--- src/spq_pkg.sv ---
// Package with the shared types and codes of the sorted priority queue.
`default_nettype none

package spq_pkg;

	// Width of the capacity register and of the stored fields.
	localparam int unsigned CapW  = 5;
	localparam int unsigned IdW   = 8;
	localparam int unsigned PrioW = 4;

	// Reset value of the capacity register.
	localparam logic [CapW-1:0] CapReset = 5'd16;

	// Result status codes.
	typedef enum logic [1:0] {
		ST_DONE  = 2'd0,
		ST_FULL  = 2'd1,
		ST_EMPTY = 2'd2
	} status_t;

	// Controller states.
	typedef enum logic {
		CTL_IDLE,
		CTL_REPORT
	} ctl_state_t;

	// Command from the controller to the datapath for one operation.
	typedef struct packed {
		logic    load;
		logic    enq;
		logic    deq;
		status_t status;
	} cmd_t;

endpackage

`default_nettype wire

--- src/spq_datapath.sv ---
// Datapath of the priority queue: a sorted row of slots, the count and the result registers.
`default_nettype none

module spq_datapath #(
	parameter int unsigned DEPTH = 16
) (
	input  wire logic                                  clk,
	input  wire logic                                  arst_n,
	input  wire spq_pkg::cmd_t                         cmd,
	input  wire logic [spq_pkg::IdW-1:0]               request_id,
	input  wire logic [spq_pkg::PrioW-1:0]             request_priority,
	output logic [$clog2(DEPTH+1)-1:0]                 count,
	output spq_pkg::status_t                           status,
	output logic                                       out_valid,
	output logic [spq_pkg::IdW-1:0]                    out_id,
	output logic [spq_pkg::PrioW-1:0]                  out_priority
);

	localparam int unsigned CntW = $clog2(DEPTH + 1);

	logic [spq_pkg::IdW-1:0]   id_q   [DEPTH];
	logic [spq_pkg::PrioW-1:0] prio_q [DEPTH];
	logic [DEPTH-1:0]          ge;
	logic [DEPTH-1:0]          prev_ge;
	logic [CntW-1:0]           count_q;
	spq_pkg::status_t          status_q;
	logic                      out_valid_q;
	logic [spq_pkg::IdW-1:0]   out_id_q;
	logic [spq_pkg::PrioW-1:0] out_priority_q;

	// Each slot compares its own priority; held slots of equal or higher priority stay put.
	for (genvar i = 0; i < DEPTH; i++) begin : g_slot
		assign ge[i] = (count_q > CntW'(i)) && (prio_q[i] >= request_priority);

		if (i == 0) begin : g_first
			assign prev_ge[i] = 1'b1;
		end else begin : g_rest
			assign prev_ge[i] = ge[i-1];
		end

		// Enqueue inserts at the first slot that does not stay and shifts the rest back;
		// dequeue moves every slot but the last one step toward the head.
		always_ff @(posedge clk) begin
			if (cmd.enq && !ge[i]) begin
				if (prev_ge[i]) begin
					id_q[i]   <= request_id;
					prio_q[i] <= request_priority;
				end else begin
					if (i > 0) begin
						id_q[i]   <= id_q[(i > 0) ? i - 1 : 0];
						prio_q[i] <= prio_q[(i > 0) ? i - 1 : 0];
					end
				end
			end else if (cmd.deq && (i < DEPTH - 1)) begin
				id_q[i]   <= id_q[(i < DEPTH - 1) ? i + 1 : i];
				prio_q[i] <= prio_q[(i < DEPTH - 1) ? i + 1 : i];
			end
		end
	end

	// Entry count.
	always_ff @(posedge clk or negedge arst_n) begin
		if (!arst_n) begin
			count_q <= '0;
		end else if (cmd.enq) begin
			count_q <= count_q + CntW'(1);
		end else if (cmd.deq) begin
			count_q <= count_q - CntW'(1);
		end
	end

	// Result registers, loaded on every transfer; the head slot is returned on a dequeue.
	always_ff @(posedge clk) begin
		if (cmd.load) begin
			status_q       <= cmd.status;
			out_valid_q    <= cmd.deq;
			out_id_q       <= cmd.deq ? id_q[0] : '0;
			out_priority_q <= cmd.deq ? prio_q[0] : '0;
		end
	end

	assign count        = count_q;
	assign status       = status_q;
	assign out_valid    = out_valid_q;
	assign out_id       = out_id_q;
	assign out_priority = out_priority_q;

endmodule

`default_nettype wire

--- src/spq_ctrl.sv ---
// Controller of the priority queue: capacity register, operation decode and result strobe.
`default_nettype none

module spq_ctrl #(
	parameter int unsigned DEPTH = 16
) (
	input  wire logic                          clk,
	input  wire logic                          arst_n,
	input  wire logic                          start,
	input  wire logic                          mode,
	input  wire logic                          capacity_limit_we,
	input  wire logic [spq_pkg::CapW-1:0]      capacity_limit,
	input  wire logic [$clog2(DEPTH+1)-1:0]    count,
	output spq_pkg::cmd_t                      cmd,
	output logic                               busy,
	output logic                               done
);

	localparam int unsigned CntW = $clog2(DEPTH + 1);
	localparam int unsigned CmpW = (CntW > spq_pkg::CapW) ? CntW : spq_pkg::CapW;

	logic [spq_pkg::CapW-1:0] cap_q;
	spq_pkg::ctl_state_t      state_q;
	spq_pkg::ctl_state_t      state_nxt;
	logic                     accept;
	logic                     full;
	logic                     empty;

	// Capacity register.
	always_ff @(posedge clk or negedge arst_n) begin
		if (!arst_n) begin
			cap_q <= spq_pkg::CapReset;
		end else if (capacity_limit_we) begin
			cap_q <= capacity_limit;
		end
	end

	// Full when the count reaches the capacity or the slot row is exhausted.
	assign full  = (CmpW'(count) >= CmpW'(cap_q)) || (count >= CntW'(DEPTH));
	assign empty = (count == '0);
	assign accept = start && !busy;

	// Next state: every transfer is reported in the following cycle.
	always_comb begin
		unique case (state_q)
			spq_pkg::CTL_IDLE:   state_nxt = accept ? spq_pkg::CTL_REPORT : spq_pkg::CTL_IDLE;
			spq_pkg::CTL_REPORT: state_nxt = accept ? spq_pkg::CTL_REPORT : spq_pkg::CTL_IDLE;
			default:             state_nxt = spq_pkg::CTL_IDLE;
		endcase
	end

	always_ff @(posedge clk or negedge arst_n) begin
		if (!arst_n) begin
			state_q <= spq_pkg::CTL_IDLE;
		end else begin
			state_q <= state_nxt;
		end
	end

	// Outputs: busy stays low, so a new transfer is always taken.
	always_comb begin
		busy       = 1'b0;
		done       = (state_q == spq_pkg::CTL_REPORT);
		cmd.load   = accept;
		cmd.enq    = accept && !mode && !full;
		cmd.deq    = accept && mode && !empty;
		cmd.status = spq_pkg::ST_DONE;
		if (!mode && full) begin
			cmd.status = spq_pkg::ST_FULL;
		end else if (mode && empty) begin
			cmd.status = spq_pkg::ST_EMPTY;
		end
	end

endmodule

`default_nettype wire

--- src/sorted_priority_queue.sv ---
// Top level of the sorted priority queue.
// A transfer that is taken is reported by done in the next cycle.
// One enqueue or dequeue per cycle; busy stays low, every slot compares in parallel.
// Results are held until the next transfer loads them anew; the receiver cannot stall.
// Reset empties the queue and sets the capacity register to 16; slot contents are not cleared.
`default_nettype none

module sorted_priority_queue #(
	parameter int unsigned DEPTH = 16
) (
	input  wire logic                          clk,
	input  wire logic                          arst_n,
	input  wire logic                          start,
	output logic                               busy,
	output logic                               done,
	input  wire logic                          capacity_limit_we,
	input  wire logic [spq_pkg::CapW-1:0]      capacity_limit,
	input  wire logic                          mode,
	input  wire logic [spq_pkg::IdW-1:0]       request_id,
	input  wire logic [spq_pkg::PrioW-1:0]     request_priority,
	output logic [1:0]                         status,
	output logic                               out_valid,
	output logic [spq_pkg::IdW-1:0]            out_id,
	output logic [spq_pkg::PrioW-1:0]          out_priority,
	output logic [$clog2(DEPTH+1)-1:0]         entry_count
);

	spq_pkg::cmd_t    cmd;
	spq_pkg::status_t status_w;

	// Operation decode and result strobe.
	spq_ctrl #(
		.DEPTH(DEPTH)
	) u_ctrl (
		.clk              (clk),
		.arst_n           (arst_n),
		.start            (start),
		.mode             (mode),
		.capacity_limit_we(capacity_limit_we),
		.capacity_limit   (capacity_limit),
		.count            (entry_count),
		.cmd              (cmd),
		.busy             (busy),
		.done             (done)
	);

	// Slot row and result registers.
	spq_datapath #(
		.DEPTH(DEPTH)
	) u_datapath (
		.clk             (clk),
		.arst_n          (arst_n),
		.cmd             (cmd),
		.request_id      (request_id),
		.request_priority(request_priority),
		.count           (entry_count),
		.status          (status_w),
		.out_valid       (out_valid),
		.out_id          (out_id),
		.out_priority    (out_priority)
	);

	assign status = status_w;

endmodule

`default_nettype wire

--- config.mk ---
export PLATFORM = sky130hd
export DESIGN_NAME = sorted_priority_queue
export DESIGN_NICKNAME = d
export VERILOG_FILES = /design/src/spq_pkg.sv /design/src/spq_datapath.sv /design/src/spq_ctrl.sv /design/src/sorted_priority_queue.sv
export SDC_FILE = /design/constraint.sdc
export NUM_CORES = 1
export LEC_CHECK = 0
export BUFFER_PORTS_ARGS = -buffer_cell sky130_fd_sc_hd__buf_2
export CORE_ASPECT_RATIO = 1.4
export CORE_MARGIN = 5
export CORE_UTILIZATION = 24
export CTS_BUF_LIST = sky130_fd_sc_hd__clkbuf_8
export CTS_CLUSTER_DIAMETER = 150
export DETAILED_ROUTE_END_ITERATION = 16
export MAX_ROUTING_LAYER = met4
export PLACE_DENSITY = 0.44
export SLEW_MARGIN = 20
export SYNTH_ARGS = -nofsm -noshare
export SYNTH_HDL_FRONTEND = slang
export SYNTH_SLANG_ARGS = --single-unit
--- constraint.sdc ---
create_clock -name clk -period 3.6 [get_ports clk]
set_input_delay 0.54 -clock clk [delete_from_list [all_inputs] [get_ports clk]]
set_output_delay 0.54 -clock clk [all_outputs]
set_load 0.005 [all_outputs]
Word-level counts from Yosys, hierarchy flattened. Memory sizes are Yosys's and may differ from the RTL's. Cells that the tools add are included.

$add $sub $neg: 2. Multiply operators: 0. Div/mod/pow operators: 0. Magnitude comparators: 34. Eq/ne operators: 0. Shift operators: 0. Muxes and demuxes: 187. Bitwise operators: 60. Reductions and logical operators: 60.

Operator list (number): 8-bit two-way mux (30); 1-bit two-way mux (124); 4-bit two-way mux (30); 4-bit greater-or-equal comparator (16); 1-bit bitwise OR (60); 5-bit by 4-bit > comparator with 1-bit output, second input constant (8); 1-bit logical AND (38); 5-bit by 3-bit > comparator with 1-bit output, second input constant (4); 1-bit zero test (19); 5-bit by 1-bit > comparator with 1-bit output, second input constant (2); 5-bit by 2-bit > comparator with 1-bit output, second input constant (2); 5-bit two-way mux (2); 5-bit by 1-bit adder with 5-bit output, second input constant (1); 5-bit greater-or-equal comparator (1); 5-bit greater-or-equal comparator, second input constant (1); 5-bit zero test (1); 5-bit by 1-bit subtractor with 5-bit output, second input constant (1); 2-bit two-way mux (1); 2-bit nonzero test (1); 1-bit logical OR (1).

Bits in registers: 26. Latch bits: 0. Bits in writable memories: 192. Bits in read-only memories: 0. Output and inout port bits: 22. Word-level logic and storage cells: 352. Memories kept: 2.

Memories: u_datapath.id_q (words 16, width 8, rd ports 16, clocked after Yosys merged registers in 0, write ports 16, RTL line spq_datapath.sv:21) `logic [spq_pkg::IdW-1:0] id_q [DEPTH];`; u_datapath.prio_q (words 16, width 4, rd ports 16, clocked after Yosys merged registers in 0, write ports 16, RTL line spq_datapath.sv:22) `logic [spq_pkg::PrioW-1:0] prio_q [DEPTH];`.

Logic depth before layout (Yosys ltp).
Depth after elaboration: 9. Mapped depth: 12.

By module. A second synthesis with hierarchy kept.

Cells, all modules: 1106. Area, all modules: 12615.8 µm².

By module, submodules not included: spq_datapath (instances 1, cells each 1064, area each 12231.7 µm², seq. area each 6341.1 µm²); spq_ctrl (instances 1, cells each 42, area each 384.1 µm², seq. area each 151.4 µm²).

Worst setup path after synthesis. No wires, ideal clock.

Path type: input to register. Start: input request_priority[1] (netlist bit). End: memory u_datapath.id_q[7][0] (netlist bit), enable pin. Library setup time: 0.398 ns. Arrival: 2.640 ns. Data required time: 3.202 ns. Setup slack: 0.563 ns. Cell stages on the path: 5. Path through: inv_1 ha_1 a2111oi_0 nor3_1 o21ai_0.

RTL lines: start: declaration (RTL line sorted_priority_queue.sv:20) `input wire logic [spq_pkg::PrioW-1:0] request_priority,`; end: declaration (RTL line spq_datapath.sv:21).

==> metrics.cfg <==
[run_status]
status=complete, no violations

[logic_synthesis]
syn-mean-instance-area_um2=10.60
syn_nets=1280
yosysWarnings=0
seq_area_frac_synth_pct=51.72
synth.distinct_cells=59
synth.ff_latch_count=218
synthAdderAreaFrac_pct=7.376
synth-compound-area-share_pct=13.03
netlist_instances=1184
netlist_area_um2=12550
synth_mux_area_share_pct=10.88
synth_edf_count=207
synth_top_family_by_area=compound AO/OA/AOI/OAI gates
synth_xor_area_share_pct=0.2093
async_flop_share_pct=5.046
ys.flop_type=edfxtp_1
yosys.area_share.simple_pct=12.12

[final_layout]
final_area_um2=14150
fillers=5447
syn2layout_area_growth_pct=12.71
layout.cells.non_filler=1907
drive_gt1_share_pct=12.41
nets=1317

[route]
wire_per_inst_um=16.58
drc_errors=0
finalWirelength_um=31620
vias_per_cell=4.512
drtAntennaViolNets=0
dr.pass1.iters=4
drt_iter0_drc=470
vias=8605

[sta]
slew_headroom_pct=40.94
rsz0062_at_grt=false
finClkSkew_ns=0.02606
clock.fmax_ghz=0.3324
finalSetupViolations=0
tns_ns=0
report.final.slew_viol_count=0
hold_viol=0
min_period_over_period_pct=83.58
min_period_ns=3.009
tightest_slew_ns=0.8811

[worst_setup_path]
critPathRequiredTime_ns=3.88
rrSetupSlack_ns=0.59
start_kind=register
worstPathMaxFanout=28
reg2reg_from=u_datapath.count[3]
setup.worst_path.end=u_datapath.prio_q[12][3]
crit_path_end_kind=register
r2r_cells=8
setup.worst_path.start=u_datapath.count[3]
critPathKind=register to register
reg2reg_to=u_datapath.prio_q[12][3]
cp.arrival_ns=3.29

[clock_network]
cts_buffers=39
clk_pin_slew_ns=0.06
post-cts-setup-buffers=0
clockBufferDepth=3
cts_tree=yes
root_buffer=clkbuf_8
post_cts_resized=0
clock_latency_ns=0.56
htree_num_levels=2
clkSinkCount=218
hold_buffers=1

[grt]
antenna_found_initial=3
track_usage_pct=11.24
grt_pass1_vias=8784
grt-ovfl-total=0
grt_pass1_wl_um=50030
grt_max_degree=94

[floorplan]
die_area_um2=57040
fp.dieW_um=203.3
coreArea_um2=52020
start_util_pct=24.13
die_h_um=280.6
boundaryPins=44
rows=99

[power]
p_leak_nw=5.858
power.density_nw_per_um2=767.7
peakVddDrop_mv=0.3187

[worst_hold_path]
hold_path_class=input pin to register

[placed_design]
globalplace.congestion=0.7911
io_buffer_count=42
dpl.hpwl_um=23200
dp_cells=1835
place_area_um2=13450

[job]
cap_violations=0

metal layers:
metal | wire (µm) | track usage (%) | up-vias
met4 | 895 | 3.980 | 0
met3 | 883 | 1.596 | 59
met5 | 0 | - | -
met2 | 17210 | 20.83 | 114
li1 | - | - | 4364
met1 | 12630 | 12.21 | 4068
worst min-delay path by stage:
stage,from,to,cells after the start
floorplan,arst_n,u_ctrl.cap_q[0],0
detailed placement,arst_n,u_ctrl.cap_q[0],1
finish,start,u_ctrl.done,1
global placement,arst_n,u_ctrl.cap_q[0],1
global route,start,u_ctrl.done,1
CTS,capacity_limit[3],u_ctrl.cap_q[3],3
Yosys cell counts (12+ instances only):
master	count	area (µm²)
o21ai_0	116	580.6
mux2_2	12	135.1
buf_2	24	120.1
inv_1	35	131.4
o21ai_1	35	175.2
mux2i_1	123	1231
a21oi_1	82	410.4
edfxtp_1	207	6216
and2_1	12	75.07
clkbuf_1	35	131.4
ha_1	74	925.9
nand2_1	198	743.2
a22oi_1	16	120.1
nor2_1	85	319.1
power breakdown:
group / internal [W] / total, W / switching [W]
Sequential: 0.00410 / 0.00469 / 0.000594
Clock: 0.00106 / 0.00214 / 0.00108
Combinational: 0.00155 / 0.00403 / 0.00248
Total: 0.00671 / 0.0109 / 0.00416
layout make-up:
class	instances	area, µm²	area share, %
sequential	218	6492	45.89
multi-input combinational	847	5487	38.78
tap	656	820.8	5.801
clock buffer	41	564.3	3.988
timing repair buffer	79	515.5	3.643
inverter	36	142.6	1.008
clock inverter	28	121.4	0.8578
antenna	2	5.005	0.03537
cells by family after synthesis:
kind of cell	after synthesis
AOI/OAI and AO/OA	294
DFF	218
xor gates and xnor gates	3
other	1
buffers and inverters	119
muxes	135
adders and majority gates	74
and+or+nand+nor	340
state kept, by name, summed over array words and instances (netlist names):
register                 cells
u_datapath.count             5
u_datapath.status            2
u_ctrl.done                  1
u_ctrl.cap_q                 5
u_datapath.id_q            128
u_datapath.prio_q           64
u_datapath.out_valid         1
u_datapath.out_id            8
u_datapath.out_priority      4
cell usage in the layout (no fill, tap or decap), types with 16 or more instances in the layout:
cell,n
a21oi_1,82
a22oi_1,16
o21ai_1,40
edfxtp_1,207
buf_4,34
nor2_1,85
mux2i_1,123
nand2_1,198
inv_1,47
ha_1,74
buf_2,42
o21ai_0,111
clkbuf_8,41
critical path, cell delays in order, from the launching register on:
cell	delay, ns
dfrtp_1	0.63
ha_1	0.33
nor4_1	0.18
a32o_1	0.21
or2_1	0.10
buf_4	0.37
nand3b_2	0.47
mux2i_1	0.32
o21ai_0	0.09
metrics by stage:
stage	worst slack (ns)	util [%]	hold slack, ns	power (W)
after floorplan	0.5627	-	0.2444	0.007576
after global placement	0.1261	25.85	0.4248	0.008779
after detailed placement	0.1452	25.85	0.4310	0.008852
after CTS	0.5461	27.19	0.1507	0.01108
after global routing	0.2836	27.20	0.1800	0.01166
final	0.5912	27.20	0.1984	0.01086
Note: power is estimated with default switching activity, not from simulation.
